<file path="config.mk">
export PLATFORM = sky130hd
export DESIGN_NAME = cma_queue
export DESIGN_NICKNAME = d
export VERILOG_FILES = /design/src/rtl/confusion_matrix_accumulator_macros.svh /design/src/rtl/cma_pkg.sv /design/src/rtl/cma_queue.sv
export SDC_FILE = /design/constraint.sdc
export NUM_CORES = 1
export LEC_CHECK = 0
export ABC_AREA = 0
export BUFFER_PORTS_ARGS = -buffer_cell sky130_fd_sc_hd__buf_2
export CAP_MARGIN = 25
export CORE_UTILIZATION = 43
export CTS_BUF_LIST = sky130_fd_sc_hd__clkbuf_8
export CTS_CLUSTER_DIAMETER = 50
export CTS_CLUSTER_SIZE = 8
export DETAILED_ROUTE_END_ITERATION = 7
export PLACE_DENSITY_LB_ADDON = 0.2
export RECOVER_POWER = 100
export SLEW_MARGIN = 20
export SYNTH_ARGS = -nofsm -noshare
export SYNTH_HDL_FRONTEND = slang
export SYNTH_SLANG_ARGS = --single-unit
</file>
<file path="constraint.sdc">
create_clock -name clk -period 3.25 [get_ports clk]
set_input_delay 0 -clock clk [delete_from_list [all_inputs] [get_ports clk]]
set_output_delay 0 -clock clk [all_outputs]
set_load 0.05 [all_outputs]
</file>
<file path="src/rtl/confusion_matrix_accumulator_macros.svh">
// ----------------------------------------------------------------------------
// confusion_matrix_accumulator_macros
// Assertion macros used by the confusion matrix accumulator counter unit.
// ----------------------------------------------------------------------------
`ifndef CONFUSION_MATRIX_ACCUMULATOR_MACROS_SVH
`define CONFUSION_MATRIX_ACCUMULATOR_MACROS_SVH

// consequent must hold in the same cycle as the antecedent
`define CMA_ASSERT_NOW(name, ck, rn, ante, cons, msg) \
    name: assert property (@(posedge ck) disable iff (!rn) (ante) |-> (cons)) \
        else $error(msg);

// consequent must hold in the cycle after the antecedent
`define CMA_ASSERT_NEXT(name, ck, rn, ante, cons, msg) \
    name: assert property (@(posedge ck) disable iff (!rn) (ante) |=> (cons)) \
        else $error(msg);

`endif

</file>
<file path="src/rtl/cma_pkg.sv">
`timescale 1ns / 1ps
// ----------------------------------------------------------------------------
// cma_pkg
// Shared constants, codes and the command format of the confusion matrix
// accumulator.
// ----------------------------------------------------------------------------
package cma_pkg;

    // defaults of the top level parameters and the queue depth
    localparam int MAX_CLASSES_DEF = 16;
    localparam int COUNT_BITS_DEF  = 32;
    localparam int SCORE_BITS_DEF  = 16;
    localparam int QUEUE_DEPTH     = 4;

    // port widths
    localparam int MODE_W  = 2;
    localparam int SCORE_W = 16;
    localparam int LABEL_W = 4;
    localparam int CFG_W   = 5;
    localparam int PRED_W  = 4;
    localparam int COUNT_W = 32;
    localparam int ERR_W   = 2;

    localparam logic [CFG_W-1:0] NUM_CLASSES_RST = 5'd16;

    localparam logic [MODE_W-1:0] MODE_SCORE = 2'd0;
    localparam logic [MODE_W-1:0] MODE_READ  = 2'd1;
    localparam logic [MODE_W-1:0] MODE_CLEAR = 2'd2;

    localparam logic KIND_SAMPLE = 1'b0;
    localparam logic KIND_READ   = 1'b1;

    typedef enum logic [1:0] {
        OP_UPDATE = 2'd0,
        OP_READ   = 2'd1,
        OP_CLEAR  = 2'd2
    } op_t;

    typedef enum logic [ERR_W-1:0] {
        ERR_OK       = 2'd0,
        ERR_LABEL    = 2'd1,
        ERR_OVERFLOW = 2'd2
    } err_t;

    typedef struct packed {
        op_t               op;
        logic [PRED_W-1:0] pred;
        err_t              err;
    } cmd_t;

endpackage

</file>
<file path="src/rtl/cma_queue.sv">
`timescale 1ns / 1ps
// ----------------------------------------------------------------------------
// cma_queue
// Short command queue between the front end and the counter unit.
// ----------------------------------------------------------------------------
module cma_queue #(
    parameter int WIDTH = 8,
    parameter int DEPTH = cma_pkg::QUEUE_DEPTH
) (
    input  logic             clk,
    input  logic             rst_n,
    input  logic             push,
    input  logic [WIDTH-1:0] wdata,
    output logic             full,
    input  logic             pop,
    output logic [WIDTH-1:0] rdata,
    output logic             not_empty
);
    localparam int AW = (DEPTH > 1) ? $clog2(DEPTH) : 1;
    localparam int CW = $clog2(DEPTH + 1);

    logic [WIDTH-1:0] slot_reg [DEPTH];
    logic [AW-1:0]    wr_ptr_reg, wr_ptr_next;
    logic [AW-1:0]    rd_ptr_reg, rd_ptr_next;
    logic [CW-1:0]    count_reg, count_next;
    logic             do_push;
    logic             do_pop;

    assign full      = (count_reg == CW'(DEPTH));
    assign not_empty = (count_reg != '0);
    assign rdata     = slot_reg[rd_ptr_reg];
    assign do_push   = push && !full;
    assign do_pop    = pop && not_empty;

    always_comb
    begin
        wr_ptr_next = wr_ptr_reg;
        rd_ptr_next = rd_ptr_reg;
        count_next  = count_reg;
        if (do_push)
            wr_ptr_next = (wr_ptr_reg == AW'(DEPTH - 1)) ? '0 : wr_ptr_reg + AW'(1);
        if (do_pop)
            rd_ptr_next = (rd_ptr_reg == AW'(DEPTH - 1)) ? '0 : rd_ptr_reg + AW'(1);
        if (do_push && !do_pop)
            count_next = count_reg + CW'(1);
        else if (do_pop && !do_push)
            count_next = count_reg - CW'(1);
    end

    always_ff @(posedge clk)
    begin
        if (do_push)
            slot_reg[wr_ptr_reg] <= wdata;
    end

    always_ff @(posedge clk or negedge rst_n)
    begin
        if (!rst_n)
        begin
            wr_ptr_reg <= '0;
            rd_ptr_reg <= '0;
            count_reg  <= '0;
        end
        else
        begin
            wr_ptr_reg <= wr_ptr_next;
            rd_ptr_reg <= rd_ptr_next;
            count_reg  <= count_next;
        end
    end

endmodule

</file>
; ---- Word level (Yosys, flattened, before mapping)
; Memory sizes are Yosys's and may differ from the RTL's.
; Cells that the tools add are included.
[totals]
wordCells = 26
mem_count = 1
mem_bits_rw = 32
output_inout_bits = 10
input_bits = 12
reg_bits = 7
[op_classes]
n_eq_ne = 3
n_reduce_logical = 9
n_mux = 6
n_addsub = 4
[mem_list]
columns = memory, words, word_bits, rd, rd_clocked_by_memory_dff, wr, line
row1 = slot_reg, 4, 8, 1, 0, 1, cma_queue.sv:22  ; logic [WIDTH-1:0] slot_reg [DEPTH];
[op_table]
columns = op, count
row1 = 2-to-1 mux 3 bit, 2
row2 = "adder 2 x 1 -> 2 bit, second input constant", 2
row3 = "equality test 2 bit, second input constant", 2
row4 = logical AND 1 bit, 4
row5 = 2-to-1 mux 2 bit, 2
row6 = "adder 3 x 1 -> 3 bit, second input constant", 1
row7 = "equality test 3 bit, second input constant", 1
row8 = logical NOT 1 bit, 3
row9 = nonzero test 3 bit, 1
row10 = "subtractor 3 x 1 -> 3 bit, second input constant", 1
row11 = 2-to-1 mux 1 bit, 2
row12 = nonzero test 2 bit, 1

; ---- Longest topological paths before layout
[logic_depth]
word_depth = 7
mapped_depth = 9
depth_no_buf = 8

; ---- Worst setup path before layout
; OpenSTA, ideal clock, no wires.
[synth_timing]
path_type = reg2reg
start = register count_reg[0]
end = register count_reg[1]
n_path_buf = 1
required_time_ps = 3125
synth_period_minus_slack_ps = 2262
stages_incl_launch_ff = 8
setup_time_ps = 125
slack_ps = 988
t_arrival_ps = 2137
cell_sequence = dfrtp_1 nor3b_4 nor2b_2 buf_6 ha_1 inv_1 fa_1 mux2_2
[synth_lines]
columns = item, line
row1 = "start, declared", cma_queue.sv:25  ; logic [CW-1:0] count_reg, count_next;
row2 = "start signal, assigned", cma_queue.sv:68  ; count_reg <= count_next;
row3 = equality test 3 bit, cma_queue.sv:29  ; assign full = (count_reg == CW'(DEPTH));
row4 = via full, cma_queue.sv:14  ; output logic full,
row5 = logical NOT 1 bit, cma_queue.sv:32  ; assign do_push = push && !full;
row6 = logical AND 1 bit, cma_queue.sv:32
row7 = via do_push, cma_queue.sv:26  ; logic do_push;
row8 = logical AND 1 bit, cma_queue.sv:44  ; if (do_push && !do_pop)
row9 = 2-to-1 mux 3 bit, cma_queue.sv:44
row10 = via count_next[1], cma_queue.sv:25
; The timed path passes the listed nets, and every way through them passes these cells. The select of a mux whose other input is x is not followed.
; A chain may end at the register's enable or synchronous reset.

; ---- Worst setup path after layout
[layout_timing]
start = register count_reg[2]
end = register count_reg[2]
[layout_via]
elab_chain_len = 6
[layout_lines]
columns = item
row1 = "parallel branches: the longest is 6 deep, another holds subtractor 3 x 1 -> 3 bit"
; Several ways; the timed one is not identified. The select of a mux whose other input is x is not followed.

==> flow_metrics.py <==
metrics = {
    "timing": {
        "finalHoldViolCount": 0,
        "period_minus_slack_ps": 2210,
        "rsz0062_at_grt": "false",
        "setup_slack_ps": 1040,
        "drv_slew": 0,
        "setup_viol": 0,
        "fmax_mhz": 452,
        "timing.final.crit_share_pct": 68.1,
        "max-slew-margin-rel_pct": 55.2,
        "finalClockSkew_ps": 6.90,
        "setup-tns-final_ps": 0,
        "worst-slew-pin-transition_ps": 672,
    },
    "placement": {
        "port_buffers": 21,
        "gp_congestion": 0.684,
        "place_hpwl_um": 1630,
        "place_inst": 145,
        "placed_cell_area_sq_um": 1780,
        "post-place-ws_ps": 1140,
    },
    "setup_path": {
        "r2r-end": "count_reg[2]",
        "worstPathRequired_ps": 3470,
        "path_class": "register to register",
        "r2r_start": "count_reg[2]",
        "cp-start-kind": "register",
        "r2r_cells": 8,
        "worstPathMaxFanout": 7,
        "rrSetupSlack_ps": 1040,
        "crit_arrival_ps": 2430,
        "critPathCaptureType": "register",
    },
    "grt": {
        "antenna_found_initial": 0,
        "grt_max_degree": 13,
        "grt.total_usage_pct": 14.4,
        "globalRoute.totalOverflow": 0,
        "grt_pass1_wl_um": 4040,
        "grt_pass1_vias": 828,
    },
    "route": {
        "drt-total-wl_um": 2450,
        "drtIter0Drc": 15,
        "drtPass1Iterations": 2,
        "wl_per_cell_um": 15.1,
        "drc": 0,
        "antenna_left": 0,
        "vias": 775,
        "vias_per_cell": 4.78,
    },
    "clock_network": {
        "cts_tree": "done",
        "root_buffer": "clkbuf_8",
        "postCtsResizedCells": 0,
        "cts.sink_count": 39,
        "clk_path_buf_depth": 2,
        "insertion_delay_ps": 290,
        "numCtsBuffers": 5,
        "cts_max_level": 2,
        "path_clk_slew_ps": 70,
    },
    "yosys": {
        "syn_area_per_cell_sq_um": 20.7,
        "yosysUniqueCellTypes": 19,
        "synth_cells": 79,
        "netlist_area_sq_um": 1630,
        "ys_warn_count": 0,
        "yosysSeqAreaShare_pct": 69.6,
        "synth_seq_cells": 39,
        "synth_nets": 98,
    },
    "power": {
        "power.leakage_nw": 0.691,
        "vdd_drop_max_v": 0.000428,
        "power_density_nw_per_um2": 1010,
    },
    "layout": {
        "diodes": 0,
        "layout-drive-gt1-share_pct": 18.4,
        "area.growth.synth_to_final_pct": 19.2,
        "final_nets": 132,
        "final_util_pct": 53.1,
        "stdcell_area_sq_um": 1950,
        "finalNonFillerCells": 162,
        "largest_reg_flops": 32,
    },
    "floorplan": {
        "die-width_um": 63.6,
        "fp.dieH_um": 63.6,
        "coreArea_sq_um": 3660,
        "boundaryPins": 22,
        "die-area_sq_um": 4040,
        "core.rowCount": 22,
        "start_util_pct": 44.6,
    },
    "min_path": {
        "hold_path.startpoint": "pop",
        "whs_endpoint": "rd_ptr_reg[1]",
        "worstHoldPathCells": 3,
        "worstHoldPathType": "input port to register",
    },
    "outcome": {
        "status": "completed",
    },
    "run": {
        "cap_violations": 0,
    },
}
## worst max path at each step
| stage | start | cells after the start | slack, ps | to |
|---|---|---|---|---|
| after floorplan | count_reg[0] | 7 | 990 | count_reg[1] |
| after global placement | count_reg[0] | 8 | 1210 | count_reg[2] |
| after detailed placement | count_reg[0] | 8 | 1140 | count_reg[2] |
| after CTS | count_reg[0] | 8 | 1120 | count_reg[2] |
| after global routing | count_reg[2] | 8 | 890 | count_reg[2] |
| final | count_reg[2] | 8 | 1040 | count_reg[2] |
## timing repair
item / in CTS / in global routing
setup buffers: 0 / 0
hold buffers: 9 / 0
setup endpoints to repair: 0 / 0
hold endpoints to repair: 39 / 0
## logic make-up (layout without fill, tap and decap cells)
group | after synthesis | after routing | synth area share, %
DFF | 39 | 39 | 69.6
muxes | 13 | 13 | 15.4
and+or+nand+nor | 11 | 11 | 5.60
adders and majority gates | 7 | 7 | 5.83
buffers and inverters | 6 | 41 | 1.92
xor gates and xnor gates | 3 | 3 | 1.61
## layout by cell type (no fill, tap or decap)
cell	count
edfxtp_1	32
clkbuf_1	19
dlygate4sd3_1	9
mux4_2	8
dfrtp_1	7
ha_1	6
clkbuf_8	5
and2_0	4
inv_1	4
nor2_1	3
mux2_1	3
xor2_1	2
bufinv_16	2
buf_2	2
nor3b_1	1
nor2b_1	1
or3_4	1
nand2_4	1
mux2_2	1
xnor2_1	1
mux2_4	1
fa_1	1
## where the power goes
group          total [mW]  switching [mW]  internal [mW]
Clock               0.468           0.164          0.304
Sequential          0.791           0.113          0.677
Combinational       0.710           0.458          0.252
## cell usage after synthesis (all sizes together)
cell type / number / area share, %
and2: 4 / 1.8
buf: 2 / 1.0
clkbuf: 1 / 0.23
dfrtp: 7 / 11
edfxtp: 32 / 59
fa: 1 / 1.2
ha: 6 / 4.6
inv: 3 / 0.69
mux2: 5 / 4.4
mux4: 8 / 11
nand2: 1 / 0.69
nor2: 3 / 0.69
nor2b: 1 / 0.54
nor3b: 1 / 1.2
or3: 1 / 0.69
xnor2: 1 / 0.54
xor2: 2 / 1.1
## critical path: stages, from the launching register on
cell and delay (ps):
dfrtp_1 400, nor3b_1 160, nor2b_1 420, ha_1 280, inv_1 70, fa_1 380, xor2_1 170, nor2_1 110
xor2_1 140
## final cells by class
class	count	area, sq um
clock buffers	5	68.8
clock inverters	3	63.8
fillers	314	1720
inverters	3	11.3
multi-input cells	34	434
flip-flops and latches	39	1140
well taps	48	60.1
repair buffers	30	171
## routing by layer
metal | global-route usage (%) | share of wire, %
met3 | 5.98 | 3.9
met1 | 17.0 | 45
met5 | 0 | 0
met4 | 5.11 | 1.3
met2 | 23.7 | 50
## through the flow
step	power, mW	hold slack [ps]
2_1_floorplan	1.43	-296
3_3_place_gp	1.56	-157
3_5_place_dp	1.58	-155
4_1_cts	2.06	63.2
5_1_grt	2.08	43.4
6_report	1.97	47.7
Note: power is estimated with default switching activity, not from simulation.
