--- src/rtl/confusion_matrix_accumulator_macros.svh ---
// ----------------------------------------------------------------------------
// confusion_matrix_accumulator_macros
// Assertion macros used by the confusion matrix accumulator counter unit.
// ----------------------------------------------------------------------------
`ifndef CONFUSION_MATRIX_ACCUMULATOR_MACROS_SVH
`define CONFUSION_MATRIX_ACCUMULATOR_MACROS_SVH

// consequent must hold in the same cycle as the antecedent
`define CMA_ASSERT_NOW(name, ck, rn, ante, cons, msg) \
    name: assert property (@(posedge ck) disable iff (!rn) (ante) |-> (cons)) \
        else $error(msg);

// consequent must hold in the cycle after the antecedent
`define CMA_ASSERT_NEXT(name, ck, rn, ante, cons, msg) \
    name: assert property (@(posedge ck) disable iff (!rn) (ante) |=> (cons)) \
        else $error(msg);

`endif

--- src/rtl/cma_pkg.sv ---
`timescale 1ns / 1ps
// ----------------------------------------------------------------------------
// cma_pkg
// Shared constants, codes and the command format of the confusion matrix
// accumulator.
// ----------------------------------------------------------------------------
package cma_pkg;

    // defaults of the top level parameters and the queue depth
    localparam int MAX_CLASSES_DEF = 16;
    localparam int COUNT_BITS_DEF  = 32;
    localparam int SCORE_BITS_DEF  = 16;
    localparam int QUEUE_DEPTH     = 4;

    // port widths
    localparam int MODE_W  = 2;
    localparam int SCORE_W = 16;
    localparam int LABEL_W = 4;
    localparam int CFG_W   = 5;
    localparam int PRED_W  = 4;
    localparam int COUNT_W = 32;
    localparam int ERR_W   = 2;

    localparam logic [CFG_W-1:0] NUM_CLASSES_RST = 5'd16;

    localparam logic [MODE_W-1:0] MODE_SCORE = 2'd0;
    localparam logic [MODE_W-1:0] MODE_READ  = 2'd1;
    localparam logic [MODE_W-1:0] MODE_CLEAR = 2'd2;

    localparam logic KIND_SAMPLE = 1'b0;
    localparam logic KIND_READ   = 1'b1;

    typedef enum logic [1:0] {
        OP_UPDATE = 2'd0,
        OP_READ   = 2'd1,
        OP_CLEAR  = 2'd2
    } op_t;

    typedef enum logic [ERR_W-1:0] {
        ERR_OK       = 2'd0,
        ERR_LABEL    = 2'd1,
        ERR_OVERFLOW = 2'd2
    } err_t;

    typedef struct packed {
        op_t               op;
        logic [PRED_W-1:0] pred;
        err_t              err;
    } cmd_t;

endpackage

--- src/rtl/cma_front.sv ---
`timescale 1ns / 1ps
// ----------------------------------------------------------------------------
// cma_front
// Accepts transactions, runs the streaming argmax and turns each finished
// sample, read or clear into a command for the counter unit.
// ----------------------------------------------------------------------------
module cma_front #(
    parameter int MAX_CLASSES = cma_pkg::MAX_CLASSES_DEF,
    parameter int SCORE_BITS  = cma_pkg::SCORE_BITS_DEF
) (
    input  logic                                         clk,
    input  logic                                         rst_n,
    input  logic                                         cfg_write,
    input  logic [cma_pkg::CFG_W-1:0]                    cfg_data,
    input  logic                                         item_valid,
    output logic                                         item_ready,
    input  logic [cma_pkg::MODE_W-1:0]                   mode,
    input  logic [cma_pkg::SCORE_W-1:0]                  score,
    input  logic [cma_pkg::LABEL_W-1:0]                  true_label,
    input  logic                                         last_element,
    input  logic [cma_pkg::LABEL_W-1:0]                  read_row,
    input  logic [cma_pkg::LABEL_W-1:0]                  read_col,
    input  logic                                         q_full,
    output logic                                         q_push,
    output cma_pkg::cmd_t                                q_cmd,
    output logic [$clog2(MAX_CLASSES*MAX_CLASSES)-1:0]   q_idx
);
    import cma_pkg::*;

    localparam int PW = $clog2(MAX_CLASSES + 1);
    localparam int BW = $clog2(MAX_CLASSES);
    localparam int IW = $clog2(MAX_CLASSES * MAX_CLASSES);

    logic [CFG_W-1:0]      num_classes_reg;
    logic [SCORE_BITS-1:0] best_score_reg, best_score_next;
    logic [BW-1:0]         best_index_reg, best_index_next;
    logic [PW-1:0]         position_reg, position_next;
    logic                  overflow_reg, overflow_next;

    logic [PW-1:0]         n_act;
    logic                  accept;
    logic [SCORE_BITS-1:0] score_s;
    logic                  ovf_now;
    logic                  take;
    logic [BW-1:0]         cand_index;
    logic [SCORE_BITS-1:0] cand_score;
    logic                  sample_ovf;
    logic                  label_bad;
    logic                  read_bad;

    // register value clamped to the supported range
    always_comb
    begin
        if (8'(num_classes_reg) < 8'd2)
            n_act = PW'(2);
        else if (8'(num_classes_reg) > 8'(MAX_CLASSES))
            n_act = PW'(MAX_CLASSES);
        else
            n_act = PW'(num_classes_reg);
    end

    assign item_ready = !q_full;
    assign accept     = item_valid && item_ready;
    assign score_s    = SCORE_BITS'(score);

    // elements beyond the class count skip the argmax and flag an overflow
    assign ovf_now    = (position_reg >= n_act);
    assign take       = !ovf_now && ((position_reg == '0) || (score_s > best_score_reg));
    assign cand_index = take ? BW'(position_reg) : best_index_reg;
    assign cand_score = take ? score_s : best_score_reg;
    assign sample_ovf = overflow_reg || ovf_now;
    assign label_bad  = (8'(true_label) >= 8'(n_act));
    assign read_bad   = (8'(read_row) >= 8'(n_act)) || (8'(read_col) >= 8'(n_act));

    always_comb
    begin
        best_score_next = best_score_reg;
        best_index_next = best_index_reg;
        position_next   = position_reg;
        overflow_next   = overflow_reg;
        if (accept && (mode == MODE_SCORE))
        begin
            if (last_element)
            begin
                best_score_next = '0;
                best_index_next = '0;
                position_next   = '0;
                overflow_next   = 1'b0;
            end
            else
            begin
                best_score_next = cand_score;
                best_index_next = cand_index;
                position_next   = ovf_now ? position_reg : position_reg + PW'(1);
                overflow_next   = sample_ovf;
            end
        end
    end

    always_comb
    begin
        q_push = 1'b0;
        q_cmd  = '0;
        q_idx  = '0;
        unique case (mode)
            MODE_SCORE:
            begin
                q_push     = accept && last_element;
                q_cmd.op   = OP_UPDATE;
                q_cmd.pred = PRED_W'(cand_index);
                if (label_bad)
                    q_cmd.err = ERR_LABEL;
                else if (sample_ovf)
                    q_cmd.err = ERR_OVERFLOW;
                else
                    q_cmd.err = ERR_OK;
                q_idx = IW'(true_label) * IW'(MAX_CLASSES) + IW'(cand_index);
            end
            MODE_READ:
            begin
                q_push    = accept;
                q_cmd.op  = OP_READ;
                q_cmd.err = read_bad ? ERR_LABEL : ERR_OK;
                q_idx     = IW'(read_row) * IW'(MAX_CLASSES) + IW'(read_col);
            end
            MODE_CLEAR:
            begin
                q_push   = accept;
                q_cmd.op = OP_CLEAR;
            end
            default:
            begin
                q_push = 1'b0;
            end
        endcase
    end

    always_ff @(posedge clk or negedge rst_n)
    begin
        if (!rst_n)
        begin
            num_classes_reg <= NUM_CLASSES_RST;
            best_score_reg  <= '0;
            best_index_reg  <= '0;
            position_reg    <= '0;
            overflow_reg    <= 1'b0;
        end
        else
        begin
            if (cfg_write)
                num_classes_reg <= cfg_data;
            best_score_reg <= best_score_next;
            best_index_reg <= best_index_next;
            position_reg   <= position_next;
            overflow_reg   <= overflow_next;
        end
    end

endmodule

--- config.mk ---
export PLATFORM = sky130hd
export DESIGN_NAME = cma_front
export DESIGN_NICKNAME = d
export VERILOG_FILES = /design/src/rtl/confusion_matrix_accumulator_macros.svh /design/src/rtl/cma_pkg.sv /design/src/rtl/cma_front.sv
export SDC_FILE = /design/constraint.sdc
export NUM_CORES = 1
export LEC_CHECK = 0
export ABC_AREA = 1
export BUFFER_PORTS_ARGS = -buffer_cell sky130_fd_sc_hd__buf_2
export CORE_MARGIN = 4
export CORE_UTILIZATION = 49
export CTS_CLUSTER_SIZE = 14
export DETAILED_ROUTE_END_ITERATION = 12
export PLACE_DENSITY = 0.8
export SLEW_MARGIN = 20
export SYNTH_ARGS = -nofsm -noshare
export SYNTH_HDL_FRONTEND = slang
export SYNTH_SLANG_ARGS = --single-unit
export TNS_END_PERCENT = 100
--- constraint.sdc ---
create_clock -name clk -period 2.3 [get_ports clk]
set_input_delay 0.23 -clock clk [delete_from_list [all_inputs] [get_ports clk]]
set_output_delay 0.23 -clock clk [all_outputs]
set_load 0.1 [all_outputs]
# After elaboration in Yosys (flattened, before gate mapping)
# Cells that the tools add are included.
# W data, S select, Z words.
[word_totals] ff_bits=31 input_bits=41 out_inout_bits=18 wordCells=50
[op_classes] addsub=3 n_lt_le_gt_ge=7 eq_ne=3 n_mux=17 reduce_logical=15
[op_table] operator="$mux W16" count=2
[op_table] operator="$mux W5" count=4
[op_table] operator="$add A8 B4 Y8" count=2
[op_table] operator="$gt A16 B16 Y1" count=1
[op_table] operator="$pmux W8 S2" count=1
[op_table] operator="$ge A4 B5 Y1" count=3
[op_table] operator="$mux W4" count=3
[op_table] operator="$pmux W2 S2" count=2
[op_table] operator="$add A5 B1 Y5 const B" count=1
[op_table] operator="$ge A5 B5 Y1" count=1
[op_table] operator="$gt A5 B5 Y1 const B" count=1
[op_table] operator="$logic_not A5 Y1" count=1
[op_table] operator="$lt A5 B2 Y1 const B" count=1
[op_table] operator="$logic_and A1 B1 Y1" count=4
[op_table] operator="$mux W2" count=2
[op_table] operator="$reduce_and A2 Y1" count=2
[op_table] operator="$logic_or A1 B1 Y1" count=3
[op_table] operator="$eq A2 B1 Y1 const B" count=1
[op_table] operator="$eq A2 B2 Y1 const B" count=1
[op_table] operator="$logic_not A1 Y1" count=2
[op_table] operator="$logic_not A2 Y1" count=1
[op_table] operator="$mux W1" count=2
[op_table] operator="$ne A2 B2 Y1 const B" count=1
[op_table] operator="$pmux W1 S2" count=1
[op_table] operator="2 further kinds" count=2

# Logic depth before layout (Yosys ltp)
# Gate-level depths: netlist of run 1.
[depth] ltp_word=9 depth_mapped=17 ltp_nobuf=17

# Worst setup path after synthesis of run 1
# OpenSTA, ideal clock, no wires.
[synth_path] path_type="input to output" start="input mode[1] (netlist bit)" end="output q_idx[5]" t_arrival_ps=3500 required_ps=2070 slack_ps=-1430 stages=4 path_buffers=0 path_cell_list="inv_1 > ha_1 > inv_1 > o21ai_0"
[synth_via] elab_chain_len=2 elab_cells_between_ends=3 classes_between="1 x eq/ne; 1 x mux; 1 x reduce/logical"
[synth_lines] element="from (decl)" line="cma_front.sv:17" text="input logic [cma_pkg::MODE_W-1:0] mode,"
[synth_lines] element="$eq A2 B1 Y1 / $logic_not A2 Y1 (equally long branches)" line="cma_front.sv:105" text="unique case (mode)"
[synth_lines] element="$pmux W8 S2 (*)" line="cma_front.sv:105"
[synth_lines] element="to (decl)" line="cma_front.sv:26" text="output logic [$clog2(MAX_CLASSES*MAX_CLASSES)-1:0] q_idx"
# Mark *: on every way between the ends. The rest lies on a longest branch, timed or not.

==> key figures, run 1 <==
Critical path
  • Critical path class: flip-flop to output port
  • Worst Path Buf+Inv: 3
  • Nature of the critical path startpoint: flip-flop
  • Worst Setup End Kind: output port
  • Max stage delay on crit path: 0.54 ns
  • Critical path data arrival time: 2.59 ns
  • Worst path top cell family by delay: simple AND/OR/NAND/NOR gates
  • Crit path max-delay cell type: dfstp_2
  • Crit Path Max Fanout: 3
  • Critical Path RT: 2.07 ns
  • CP cell instances: nor2_2, nand2_2, inv_2, nor3_4, buf_6, ha_1, nor2_1, nand2_1, a31o_2, a21oi_1, nand2_1, nand2_2, nand2_4, buf_12

Logic synthesis
  • Top-area cell type share of the netlist area: 0.308
  • Synth Register Bits: 31
  • Ys Warns: 0
  • XOR/XNOR Fraction of Synth Area: 0.00719
  • Synth area leader: dfrtp_1
  • Yosys cell types: 33
  • Ys flop type: dfrtp_1
  • Post-synthesis adder-cell area fraction: 0.180
  • Top post-synthesis cells by count: nand2_1 (96), inv_1 (56), nand3_1 (37)
  • Synth async-reset ratio: 1.00
  • Synthesized area: 0.00244 mm^2
  • Mux cell area share after synthesis: 0.00924
  • Area contributors post-synth: dfrtp_1 (31%), ha_1 (18%), nand2_1 (15%)
  • Largest family of logic cells by synthesized area: simple AND/OR/NAND/NOR gates
  • Compound-Gate Fraction of Synth Area: 0.0940
  • Syn Inst Count: 332
  • Syn Nets: 408
  • Top-count cell post-synth: nand2_1
  • EDFF count, synth: 0
  • Simple-gate portion of the synthesized area: 0.288
  • Post-synthesis sequential area ratio: 0.319
  • Syn avg cell area: 7.34 um^2

Run status
  • Failing checks: negative hold slack, negative setup slack
  • Outcome: complete, but fails checks

Clock network
  • Clk pin slew, worst setup/hold paths: 0.07 ns
  • Clock sinks: 31
  • TritonCTS clock tree: done
  • CTS Buf Count: 5
  • Clk Latency, worst-skew pair: 0.29 ns
  • H-tree depth reported by CTS: 2
  • Root buffer cell: clkbuf_8
  • CTS Buffer Depth: 2

Min path
  • Min-delay worst type: input port to asynchronous set/reset pin

Power
  • Pwr Density: 1120 mW/mm^2
  • Max VDD drop: 702 uV
  • LEAKAGE: 0.00193 uW
  • Final Total Pwr: 4180 uW

Finish
  • Nets: 490
  • Share of cells above drive strength 1: 0.429
  • Finished Layout Cells: 482
  • Antenna cells: 0
  • Final core utilization: 0.784
  • Max FFs per register: 16
  • Synthesis-to-layout area growth: 53.0%

STA
  • Final hold violation count: 1
  • Fmax: 355 MHz
  • RSZ-0062 raised after global routing: yes
  • Worst-Margin Slew: 0.747 ns
  • Final Slew Violations: 0
  • Tmin final: 2.82 ns
  • Setup Viol. Count Final: 26
  • Part of the cycle the worst path needs: 1.22
  • Fin worst setup slack: -0.517 ns
  • Worst hold margin: -0.000281 ns
  • Rel. slew slack: 0.502
  • Clk_skew: 0.0106 ns

Die
  • Die area: 0.00616 mm^2
  • Core area: 0.00475 mm^2
  • Starting Density: 0.512
  • Rows: 25
  • Die X: 78.5 um
  • # IOs: 59
  • Die Y: 78.5 um

GRT
  • First-pass GRT wire length: 11000 um
  • Met3 Use GR: 0.0413
  • M2 GR Usage: 0.405
  • Grt met1 use: 0.265
  • Largest net degree at the start of global routing: 32
  • Total grt overflow: 0
  • Vias in the first global route: 2452
  • Antenna violations before repair: 0
  • Gr usage total: 0.225
  • Gr busiest metal: met2

Routing
  • Residual DRC count: 0
  • Routed WL: 7160 um
  • Routed via count: 2503
  • Wirelength per Cell: 14.8 um
  • DRT iter0 DRCs: 140
  • Drt via density: 5.19
  • Post-route ant nets: 0
  • 1st-pass router iterations: 4

Placement
  • Gpl congestion: 0.861
  • Post-DP HPWL: 4810 um
  • PortBufs: 58
  • Placed cells: 466

Flow run
  • Max-cap violations: 0
metal layers:
| layer | wire length, um | vias up |
|---|---|---|
| met5 | 0 | - |
| met4 | 190 | 0 |
| met3 | 199 | 20 |
| met2 | 3790 | 41 |
| met1 | 2980 | 1210 |
| li1 | - | 1232 |
final cells by class:
type	count	area (um^2)
Fill cell	301	1030
Multi-Input combinational cell	238	1860
Clock inverter	2	12.5
Clock buffer	6	72.6
Sequential cell	31	777
Tap cell	67	83.8
Timing Repair Buffer	80	674
Inverter	58	244
kinds of logic after synthesis:
| logic type | Yosys count |
|---|---|
| AO/OA/AOI/OAI | 38 |
| flip-flops | 31 |
| AND/OR/NAND/NOR | 160 |
| buffers and inverters | 64 |
| multiplexers | 2 |
| XOR/XNOR | 2 |
| adder cells (fa/ha/maj) | 35 |
per-stage QoR:
step,setup TNS [ns],area (um^2),setup slack [ns]
3_5_place_dp,-0.579,3350,-0.118
2_1_floorplan,-1.39,2710,-0.231
3_3_place_gp,-0.0134,3350,-0.00988
4_1_cts,-3.26,3510,-0.373
5_1_grt,-8.33,3730,-0.644
6_report,-5.53,3730,-0.517
final timing paths:
| kind | startpoint | end | cells after the start | slack (ns) |
|---|---|---|---|---|
| worst max-delay path | num_classes_reg[4]$_DFFE_PN1P_ | q_cmd[0] | 14 | -0.52 |
| worst min-delay path | rst_n | best_score_reg[1]$_DFFE_PN0P_ | 1 | -0.0003 |
| worst max register to register | num_classes_reg[4]$_DFFE_PN1P_ | best_score_reg[6]$_DFFE_PN0P_ | 16 | -0.09 |
| worst min register to register | best_index_reg[1]$_DFFE_PN0P_ | best_index_reg[1]$_DFFE_PN0P_ | 2 | 0.48 |
| max in group asynchronous | rst_n | num_classes_reg[3]$_DFFE_PN0P_ | 1 | 1.81 |
| min in group clk | cfg_data[0] | num_classes_reg[0]$_DFFE_PN0P_ | 3 | 0.15 |
where the power goes:
part	total, uW	internal [uW]	leakage, uW	switching (uW)
Combinational	2870	1100	0.00148	1770
Sequential	877	732	0.000408	145
Clock	431	211	0.0000412	220
cells in the final DEF, fill, tap and decap left out, types with 3 or more instances in the layout:
cell,count
buf_2,47
nand3_1,28
o21ai_2,5
dfrtp_1,30
nand2_4,17
buf_4,16
nand3_2,5
buf_6,3
inv_2,4
nand2_1,56
clkbuf_8,5
nor2_1,12
o21ai_1,3
nand2_8,5
inv_1,48
clkinvlp_4,6
a21oi_4,3
o21ai_0,8
nand3_4,7
ha_1,33
buf_12,13
a21oi_2,3
nand2_2,22
a21oi_1,9
what timing repair did:
item / CTS / global route
hold buffers: 0 / 0
pin swaps: 14 / 21
buffers inserted: 5 / 1
hold endpoints to repair: 0 / 0
cloned: 0 / 2
gates resized for setup: 12 / 52
endpoints found under the setup margin: 26 / 30
(Power assumes the default switching activity.)
==> run 2, diff against run 1 <==
- CORE_UTILIZATION: 49 -> 54
- PLACE_DENSITY: 0.8 -> 0.83
- clock period: 2.3 -> 3.5 ns (I/O delays scaled with it)
==> run 2 against run 1 <==
Compared with the run above: combinational power shrank 60%; die area shrank 8.3%; sequential power shrank 35%; core utilization shrank 12 points; cell area shrank 22%; count of clock-buffer cells in the layout shrank 1; the run now ends clean; highest routed layer unchanged; first-iteration DRC count grew 27%; global-route usage shrank 1.6 points; total power shrank 50%; sequential cell count is the same; via count shrank 7.8%.
==> key figures, run 2 (synthesized netlist as in run 1, its figures left out) <==
Placement
  • Post-DP HPWL: 4280 um
  • Gpl congestion: 0.863
  • Place WS: 0.403 ns
  • Placed cells: 437
  • PortBufs: 58

Critical path
  • Crit Path Max Fanout: 8
  • Worst setup path endpoint: q_idx[3]
  • Critical Path Start: num_classes_reg[4]$_DFFE_PN1P_
  • Reg2reg path depth: 11
  • Critical path data arrival time: 2.96 ns
  • Crit path max-delay cell type: dfstp_2
  • Worst r2r dst: best_score_reg[10]$_DFFE_PN0P_
  • R2r setup slk: 0.98 ns
  • Worst Setup End Kind: output port
  • Critical Path RT: 3.15 ns
  • FF-to-FF Start: num_classes_reg[4]$_DFFE_PN1P_
  • Cell mode on critical path: nand2_1
  • Max stage delay on crit path: 0.59 ns
  • Critical path class: flip-flop to output port
  • CP cell instances: inv_1, nand2_1, ha_1, a21o_2, a21oi_1, nand3_4, inv_4, nand2_1, nand2_1, nand3_1, nand2_1, buf_2
  • Nature of the critical path startpoint: flip-flop

Power
  • Pwr Density: 719 mW/mm^2
  • Max VDD drop: 343 uV
  • LEAKAGE: 0.00168 uW

Clock network
  • CTS Buffer Depth: 2
  • TritonCTS clock tree: done
  • CTS Buf Count: 5
  • CTS Hold Bufs: 0
  • Clk pin slew, worst setup/hold paths: 0.08 ns
  • Root buffer cell: clkbuf_8
  • Setup Buffers After CTS: 0
  • Clock sinks: 31
  • H-tree depth reported by CTS: 2
  • Clk Latency, worst-skew pair: 0.29 ns

Finish
  • Synthesis-to-layout area growth: 18.6%
  • Antenna cells: 0
  • # fillers: 366
  • Max FFs per register: 16
  • Share of cells above drive strength 1: 0.219
  • Most frequent cells in the layout: nand2_1 (96), buf_2 (58), inv_1 (56)
  • Commonest non-fill, non-tap cell in the layout: nand2_1
  • Nets: 468
  • Finished Layout Cells: 445

Die
  • Starting Density: 0.559
  • # IOs: 59
  • Die X: 75.2 um
  • Core area: 0.00435 mm^2
  • Rows: 24
  • Die Y: 75.2 um
  • Die area: 0.00565 mm^2

GRT
  • Gr usage total: 0.209
  • First-pass GRT wire length: 9220 um
  • Vias in the first global route: 2147
  • Total grt overflow: 0
  • Largest net degree at the start of global routing: 32
  • Antenna violations before repair: 0

STA
  • Fmax: 302 MHz
  • Fin worst setup slack: 0.193 ns
  • RSZ-0062 raised after global routing: no
  • Rel. slew slack: 0.544
  • Worst-Margin Slew: 0.683 ns
  • Clk_skew: 0.00877 ns
  • Final Slew Violations: 0
  • Setup Viol. Count Final: 0
  • Part of the cycle the worst path needs: 0.945
  • Final hold violation count: 0
  • Tmin final: 3.31 ns

Run status
  • Outcome: complete, no violations

Routing
  • DRT iter0 DRCs: 178
  • Residual DRC count: 0
  • Post-route ant nets: 0
  • Routed WL: 5490 um
  • Drt via density: 5.19
  • 1st-pass router iterations: 4
  • Wirelength per Cell: 12.3 um
  • Routed via count: 2308

Flow run
  • Max-cap violations: 0

Min path
  • Min-delay worst type: input port to asynchronous set/reset pin
## run 2: critical path: cells and delay by family (launching register included)
| kind | cells | cell delay, ns |
|---|---|---|
| buf+inv | 3 | 0.63 |
| fa+ha+maj | 1 | 0.29 |
| flops | 1 | 0.59 |
| simple gates | 6 | 0.72 |
| compound gates | 2 | 0.44 |
## run 2: per-layer routing
layer / part of all wire / global-route usage
met3: 0.057 / 0.0427
met5: 0 / 0
met4: 0.013 / 0.0563
met2: 0.45 / 0.338
met1: 0.48 / 0.285
## run 2: power by group
part	internal [uW]	total [uW]	switching, uW
clock network	212	358	146
logic	335	1150	817
registers	481	567	85.7
## run 2: cell type report
class,count,area (um^2),share of cell area
Sequential cell,31,777,0.269
Multi-Input combinational cell,237,1420,0.490
Inverter,58,220,0.0762
Timing Repair Buffer,59,298,0.103
Tap cell,52,65.1,0.0225
Clock inverter,3,43.8,0.0152
Clock buffer,5,68.8,0.0238
## run 2: worst min-delay path by stage
| stage | slack, ns | end | depth (start not counted) | from |
|---|---|---|---|---|
| 5_1_grt | 0.16 | best_score_reg[4]$_DFFE_PN0P_ | 1 | rst_n |
| 2_1_floorplan | 0.05 | best_index_reg[0]$_DFFE_PN0P_ | 0 | rst_n |
| 4_1_cts | 0.11 | best_score_reg[4]$_DFFE_PN0P_ | 1 | rst_n |
| 6_report | 0.09 | best_score_reg[4]$_DFFE_PN0P_ | 1 | rst_n |
| 3_5_place_dp | 0.43 | best_score_reg[5]$_DFFE_PN0P_ | 1 | rst_n |
| 3_3_place_gp | 0.43 | best_score_reg[5]$_DFFE_PN0P_ | 1 | rst_n |
## run 2: what timing repair did
action,in CTS,in global routing
endpoints found under the setup margin,0,8
hold endpoints to repair,0,0
gates resized for setup,0,1
## run 2: through the flow
step                      utilization  TNS, ns  area [um^2]  power (uW)  hold slack (ns)
after CTS                       0.662        0         2880        2080            0.114
after global routing            0.664        0         2890        2250            0.156
after detailed placement        0.636        0         2770        1720            0.432
after global placement          0.636        0         2770        1670            0.427
after floorplan                     -   -0.930         2440        1490           0.0544
final                           0.664        0         2890        2080           0.0902
